File: src/design/gmf_pkg.sv
package gmf_pkg;

    localparam int MAX_WIDTH  = 256;
    localparam int MAX_HEIGHT = 256;
    localparam int MAX_POINTS = 64;
    localparam int MAX_OFFSET = 32;

    localparam int COL_W   = $clog2(MAX_WIDTH);
    localparam int ROW_W   = $clog2(MAX_HEIGHT);
    localparam int DIM_W   = 9;
    localparam int PIX_W   = 16;
    localparam int IDX_W   = $clog2(MAX_POINTS);
    localparam int CNT_W   = 7;
    localparam int OFF_W   = $clog2(MAX_OFFSET) + 2;
    localparam int PROBE_W = COL_W + 2;
    localparam int RES_W   = 18;
    localparam int MODE_W  = 3;
    localparam int TYPE_W  = 2;
    localparam int FRAME_DEPTH = MAX_WIDTH * MAX_HEIGHT;

    localparam int APB_AW  = 5;
    localparam int APB_DW  = 32;
    localparam int REG_IDX_W = 3;

    localparam logic [REG_IDX_W-1:0] REG_MODE          = 3'd0;
    localparam logic [REG_IDX_W-1:0] REG_IMAGE_WIDTH   = 3'd1;
    localparam logic [REG_IDX_W-1:0] REG_IMAGE_HEIGHT  = 3'd2;
    localparam logic [REG_IDX_W-1:0] REG_ELEMENT_COUNT = 3'd3;
    localparam logic [REG_IDX_W-1:0] REG_CENTER_DX     = 3'd4;
    localparam logic [REG_IDX_W-1:0] REG_CENTER_DY     = 3'd5;

    localparam logic [TYPE_W-1:0] REQ_PIXEL   = 2'd0;
    localparam logic [TYPE_W-1:0] REQ_POINT   = 2'd1;
    localparam logic [TYPE_W-1:0] REQ_COMPUTE = 2'd2;

    localparam logic [MODE_W-1:0] MODE_ERODE   = 3'd0;
    localparam logic [MODE_W-1:0] MODE_DILATE  = 3'd1;
    localparam logic [MODE_W-1:0] MODE_GRAD    = 3'd2;
    localparam logic [MODE_W-1:0] MODE_INNER   = 3'd3;
    localparam logic [MODE_W-1:0] MODE_OUTER   = 3'd4;
    localparam logic [MODE_W-1:0] MODE_LAPLACE = 3'd5;

    typedef enum logic [1:0] {
        ST_IDLE,
        ST_SCAN,
        ST_FINISH
    } state_t;

    typedef struct packed {
        logic        [MODE_W-1:0] mode;
        logic        [DIM_W-1:0]  image_width;
        logic        [DIM_W-1:0]  image_height;
        logic        [CNT_W-1:0]  element_count;
        logic signed [OFF_W-1:0]  center_dx;
        logic signed [OFF_W-1:0]  center_dy;
    } cfg_t;

endpackage

File: src/design/gmf_cfg.sv
module gmf_cfg import gmf_pkg::*;
(
    input  logic              clk,
    input  logic              rst_n,
    input  logic              psel,
    input  logic              penable,
    input  logic              pwrite,
    input  logic [APB_AW-1:0] paddr,
    input  logic [APB_DW-1:0] pwdata,
    output logic [APB_DW-1:0] prdata,
    output logic              pready,
    output cfg_t              cfg
);

    cfg_t                 cfg_reg;
    cfg_t                 cfg_next;
    logic [REG_IDX_W-1:0] reg_idx;
    logic                 wr_en;

    assign reg_idx = paddr[APB_AW-1:2];
    assign wr_en   = psel & penable & pwrite;
    assign pready  = 1'b1;
    assign cfg     = cfg_reg;

    always_comb
    begin
        cfg_next = cfg_reg;
        if (wr_en)
        begin
            unique case (reg_idx)
                REG_MODE:          cfg_next.mode          = pwdata[MODE_W-1:0];
                REG_IMAGE_WIDTH:   cfg_next.image_width   = pwdata[DIM_W-1:0];
                REG_IMAGE_HEIGHT:  cfg_next.image_height  = pwdata[DIM_W-1:0];
                REG_ELEMENT_COUNT: cfg_next.element_count = pwdata[CNT_W-1:0];
                REG_CENTER_DX:     cfg_next.center_dx     = pwdata[OFF_W-1:0];
                REG_CENTER_DY:     cfg_next.center_dy     = pwdata[OFF_W-1:0];
                default:           cfg_next = cfg_reg;
            endcase
        end
    end

    always_comb
    begin
        unique case (reg_idx)
            REG_MODE:          prdata = APB_DW'(cfg_reg.mode);
            REG_IMAGE_WIDTH:   prdata = APB_DW'(cfg_reg.image_width);
            REG_IMAGE_HEIGHT:  prdata = APB_DW'(cfg_reg.image_height);
            REG_ELEMENT_COUNT: prdata = APB_DW'(cfg_reg.element_count);
            REG_CENTER_DX:     prdata = APB_DW'($unsigned(cfg_reg.center_dx));
            REG_CENTER_DY:     prdata = APB_DW'($unsigned(cfg_reg.center_dy));
            default:           prdata = '0;
        endcase
    end

    always_ff @(posedge clk or negedge rst_n)
    begin
        if (!rst_n)
        begin
            cfg_reg.mode          <= MODE_ERODE;
            cfg_reg.image_width   <= DIM_W'(MAX_WIDTH);
            cfg_reg.image_height  <= DIM_W'(MAX_HEIGHT);
            cfg_reg.element_count <= '0;
            cfg_reg.center_dx     <= '0;
            cfg_reg.center_dy     <= '0;
        end
        else
        begin
            cfg_reg <= cfg_next;
        end
    end

endmodule

File: config.mk
export PLATFORM = sky130hd
export DESIGN_NAME = gmf_cfg
export DESIGN_NICKNAME = d
export VERILOG_FILES = /design/src/design/gmf_pkg.sv /design/src/design/gmf_cfg.sv
export SDC_FILE = /design/constraint.sdc
export NUM_CORES = 1
export LEC_CHECK = 0
export BUFFER_PORTS_ARGS = -buffer_cell sky130_fd_sc_hd__buf_2
export CAP_MARGIN = 10
export CORE_AREA = 4 4 76 78
export DETAILED_ROUTE_END_ITERATION = 8
export DIE_AREA = 0 0 80 82
export PLACE_DENSITY = 0.83
export SLEW_MARGIN = 25
export SYNTH_ARGS = -nofsm -noshare
export SYNTH_HDL_FRONTEND = slang
export SYNTH_SLANG_ARGS = --single-unit
File: constraint.sdc
create_clock -name clk -period 1.34 [get_ports clk]
set_input_delay 0.134 -clock clk [delete_from_list [all_inputs] [get_ports clk]]
set_output_delay 0.134 -clock clk [all_outputs]
set_load 0.005 [all_outputs]
; Yosys cells after proc, flatten, opt, wreduce, memory -nomap -nowiden
; Cells that the tools add are included.
[word_totals]
register_bits = 42
inputBits = 42
out_inout_bits = 75
wordCells = 21
[op_classes]
n_eq_ne = 5
muxes = 1
bitwise_logic = 2
reduce_logical = 7
[ops]
columns = operator, count
row1 = 9-bit case mux with 6 select lines, 1
row2 = 2-bit AND reduction, 6
row3 = "3-bit by 2-bit equality test with 1-bit output, second input constant", 2
row4 = "3-bit equality test, second input constant", 2
row5 = "3-bit by 1-bit equality test with 1-bit output, second input constant", 1
row6 = 3-bit logical NOT, 1
row7 = 1-bit AND, 2

; Longest topological paths before layout
[depth]
ltp_word = 3
depth_mapped = 5
ltp_nobuf = 3

; Least setup slack after synthesis
; OpenSTA, ideal clock, no wires.
[synth_path]
path_kind = input port to flip-flop
startpoint = input paddr[2]
endpoint = register cfg_reg (netlist bit cfg[30])
setup_ns = 0.125
arrival_time_ns = 1.064
t_required_ns = 1.215
path_slack_ns = 0.151
path_stages = 4
n_path_buf = 1
cell_sequence = buf_4 -> nand2b_1 -> nor2_2 -> mux2_2
[synth_between]
elab_chain_cells = 2
[synth_lines]
columns = item, line_no
row1 = "start, declared", gmf_cfg.sv:8  ; input logic [APB_AW-1:0] paddr,
row2 = 3-bit by 1-bit equality test with 1-bit output, gmf_cfg.sv:30  ; unique case (reg_idx)
row3 = 2-bit AND reduction (no line), n/a
row4 = "end signal, assigned", gmf_cfg.sv:68  ; cfg_reg <= cfg_next;
row5 = "end, declared", gmf_cfg.sv:15  ; cfg_t cfg_reg;
; No other way between the ends.
; A chain may end at the register's enable or synchronous reset.

; Worst setup path in the final report
[layout_path]
startpoint = register cfg_reg (netlist bit cfg[34])
endpoint = output prdata[4]
[layout_between]
elab_chain_cells = 1
[layout_lines]
columns = item, line_no
row1 = 9-bit case mux with 6 select lines, gmf_cfg.sv:44  ; unique case (reg_idx)
row2 = "end, declared", gmf_cfg.sv:10  ; output logic [APB_DW-1:0] prdata,
; No other way between the ends.

==> impl_metrics.toml <==
[critical_path]
worstSetupPathType = "reg2out"
cp-start-kind = "flip-flop"
critical_path_buf_inv_count = 1
crit_fanout = 3
crit_slowest_cell = "dfrtp_1"
critical_path.max_stage_delay_ns = 0.40
cp_data_arrival_time_ns = 1.42
timing.critical_path.required_ns = 1.21
crit_chain = "mux2_4 > a221oi_4 > nor2_1 > buf_2"
endpoint_kind = "output port"
path_delay_family = "flip-flops"

[power]
powerDensity_nw_per_um2 = 1270
ir_drop_uv = 1190
total_power_mw = 3.83
leakage_nw = 1.57

[layout]
layout.nets = 321
final_cell_mix = "66 x buf_2, 42 x mux2_2, 40 x dfrtp_1"
syn_to_final_growth_pct = 36.3
largest_register_ffs = 42
fin_area_um2 = 3010
layout.cells.most_common = "buf_2"
drive_gt1_share_pct = 62.4
fin_util_pct = 59.4
n_antenna_cell = 0

[routing]
first_pass_iters = 4
num_vias = 1742
detail-route-antenna-nets = 0
wl_per_cell_um = 16.6
drt_iter0_drc = 45
post-route-drc-count = 0
finalWirelength_mm = 5.78
post_drt_via_cell_ratio = 4.99

[logic_synthesis]
ys_seq_area_share_pct = 47.6
synthCells = 174
yosysUniqueCellTypes = 26
ys_warn_count = 0
syn_area_um2 = 2210
synth_seq_cells = 42
syn_avg_cell_area_um2 = 12.7

[timing]
clock.fmax_mhz = 643
clock_skew_ns = 0
fin_crit_sh_pct = 116
worst_slack_ns = -0.215
min_period_ns = 1.55
hold_viol_final = 0
finalSetupViolations = 6
rsz0062_at_grt = "true"
whs_ns = 0.0976
slew_viol_final = 0
setup-tns-final_ns = -0.782

[placement]
dp_hpwl_mm = 4.21
place.gp.congestion = 0.764
place_area_um2 = 2730
port_buffers = 67

[clock_network]
clockRootBuffer = "clkbuf_8"
cts.reportedPaths.clkPinSlew_ns = 0.07
cts_buffers = 5
clock_latency_ns = 0.29
clock-sinks = 42
tritoncts = "done"
ctsHtreeMaxLevel = 2
clockBufferDepth = 2

[floorplanning]
ioPinCount = 117
die_area_um2 = 6560
num_rows = 26
core_area_um2 = 5070
die_w_um = 80
start_util_pct = 43.6
die_h_um = 82

[worst_hold_path]
min_path_type = "in2reg"

[job]
maxCapViolations = 0

[global_route]
grt_pass1_vias = 1817
track_usage_pct = 18.0
overflow = 0
grt_pass1_wl_mm = 8.94
antenna_found_initial = 0
grt_max_degree = 26

[run_status]
status = "finished with violations"
violations = "setup timing"
## power breakdown
part | internal (mW) | switching [mW]
clock | 0.596 | 0.417
combinational | 0.643 | 0.458
sequential | 1.52 | 0.187
## layout make-up
| cell class | instances | area, um^2 |
|---|---|---|
| fill | 409 | 2060 |
| timing repair buffer | 107 | 678 |
| tap | 70 | 87.6 |
| clock buffer | 6 | 82.6 |
| sequential | 42 | 1050 |
| clock inverter | 1 | 30.0 |
| multi-input combinational | 123 | 1080 |
## per-layer routing
| metal | routed length, um | global-route usage, % |
|---|---|---|
| met1 | 2330 | 20.9 |
| met3 | 438 | 5.04 |
| met2 | 2790 | 29.3 |
| met4 | 222 | 11.3 |
| met5 | 0 | 0 |
## through the flow
stage / cells / setup WS (ns)
after global placement: 327 / -0.0140
after floorplan: 196 / 0.151
after CTS: 345 / -0.187
final: 349 / -0.215
after global routing: 349 / -0.275
after detailed placement: 327 / -0.0429
## worst reg2reg max path: cells and delay by family, from the launching register on
family | cells | cell delay [ns]
muxes | 1 | 0.26
buffers and inverters | 2 | 0.27
DFF | 1 | 0.40
## cells by family (layout without fill, tap and decap cells)
kind of cell           count (synthesis)  in the layout  synth area share [%]
AOI/OAI and AO/OA                     22             22                  7.07
buffers and inverters                 31            114                  9.84
DFF                                   42             42                  47.6
muxes                                 56             56                  28.0
other                                  2             24                 0.339
and+or+nand+nor                       21             21                  7.13
## Yosys cell counts
library cell / instances / area, um^2
a211o_1: 3 / 26.3
a21oi_1: 4 / 20.0
a221oi_1: 4 / 35.0
a22oi_1: 2 / 15.0
buf_1: 2 / 7.51
buf_2: 3 / 15.0
buf_4: 26 / 195
conb_1: 2 / 7.51
dfrtp_1: 40 / 1000
dfstp_2: 2 / 52.6
mux2_2: 47 / 529
mux2i_1: 9 / 90.1
nand2_1: 1 / 3.75
nand2b_1: 1 / 6.26
nand3_1: 2 / 10.0
nand4_1: 1 / 6.26
nand4b_4: 1 / 23.8
nor2_1: 6 / 22.5
nor2_2: 3 / 18.8
nor2b_1: 2 / 12.5
nor3_4: 1 / 16.3
nor3b_1: 1 / 7.51
nor3b_4: 1 / 18.8
o21a_1: 6 / 45.0
o21ai_0: 3 / 15.0
or3_4: 1 / 11.3
## worst paths after layout
kind	startpoint	endpoint	slack, ns	depth (start not counted)
worst min register to register	cfg[33]$_DFFE_PN0P_	cfg[33]$_DFFE_PN0P_	0.53	1
min in group asynchronous	rst_n	cfg[1]$_DFFE_PN0P_	0.31	2
worst min-delay path	pwdata[7]	cfg[37]$_DFFE_PN0P_	0.1	2
max in group asynchronous	rst_n	cfg[29]$_DFFE_PN1P_	0.46	3
worst max register to register	cfg[8]$_DFFE_PN0P_	cfg[8]$_DFFE_PN0P_	0.31	3
worst max-delay path	cfg[34]$_DFFE_PN0P_	prdata[4]	-0.21	4
## repair_timing
action	CTS	global route
hold buffers	1	0
pin swaps	6	0
setup buffers	10	4
setup endpoints to repair	7	8
resized for setup	12	3
endpoints found under the hold margin	17	0
Note: power is estimated with default switching activity, not from simulation.
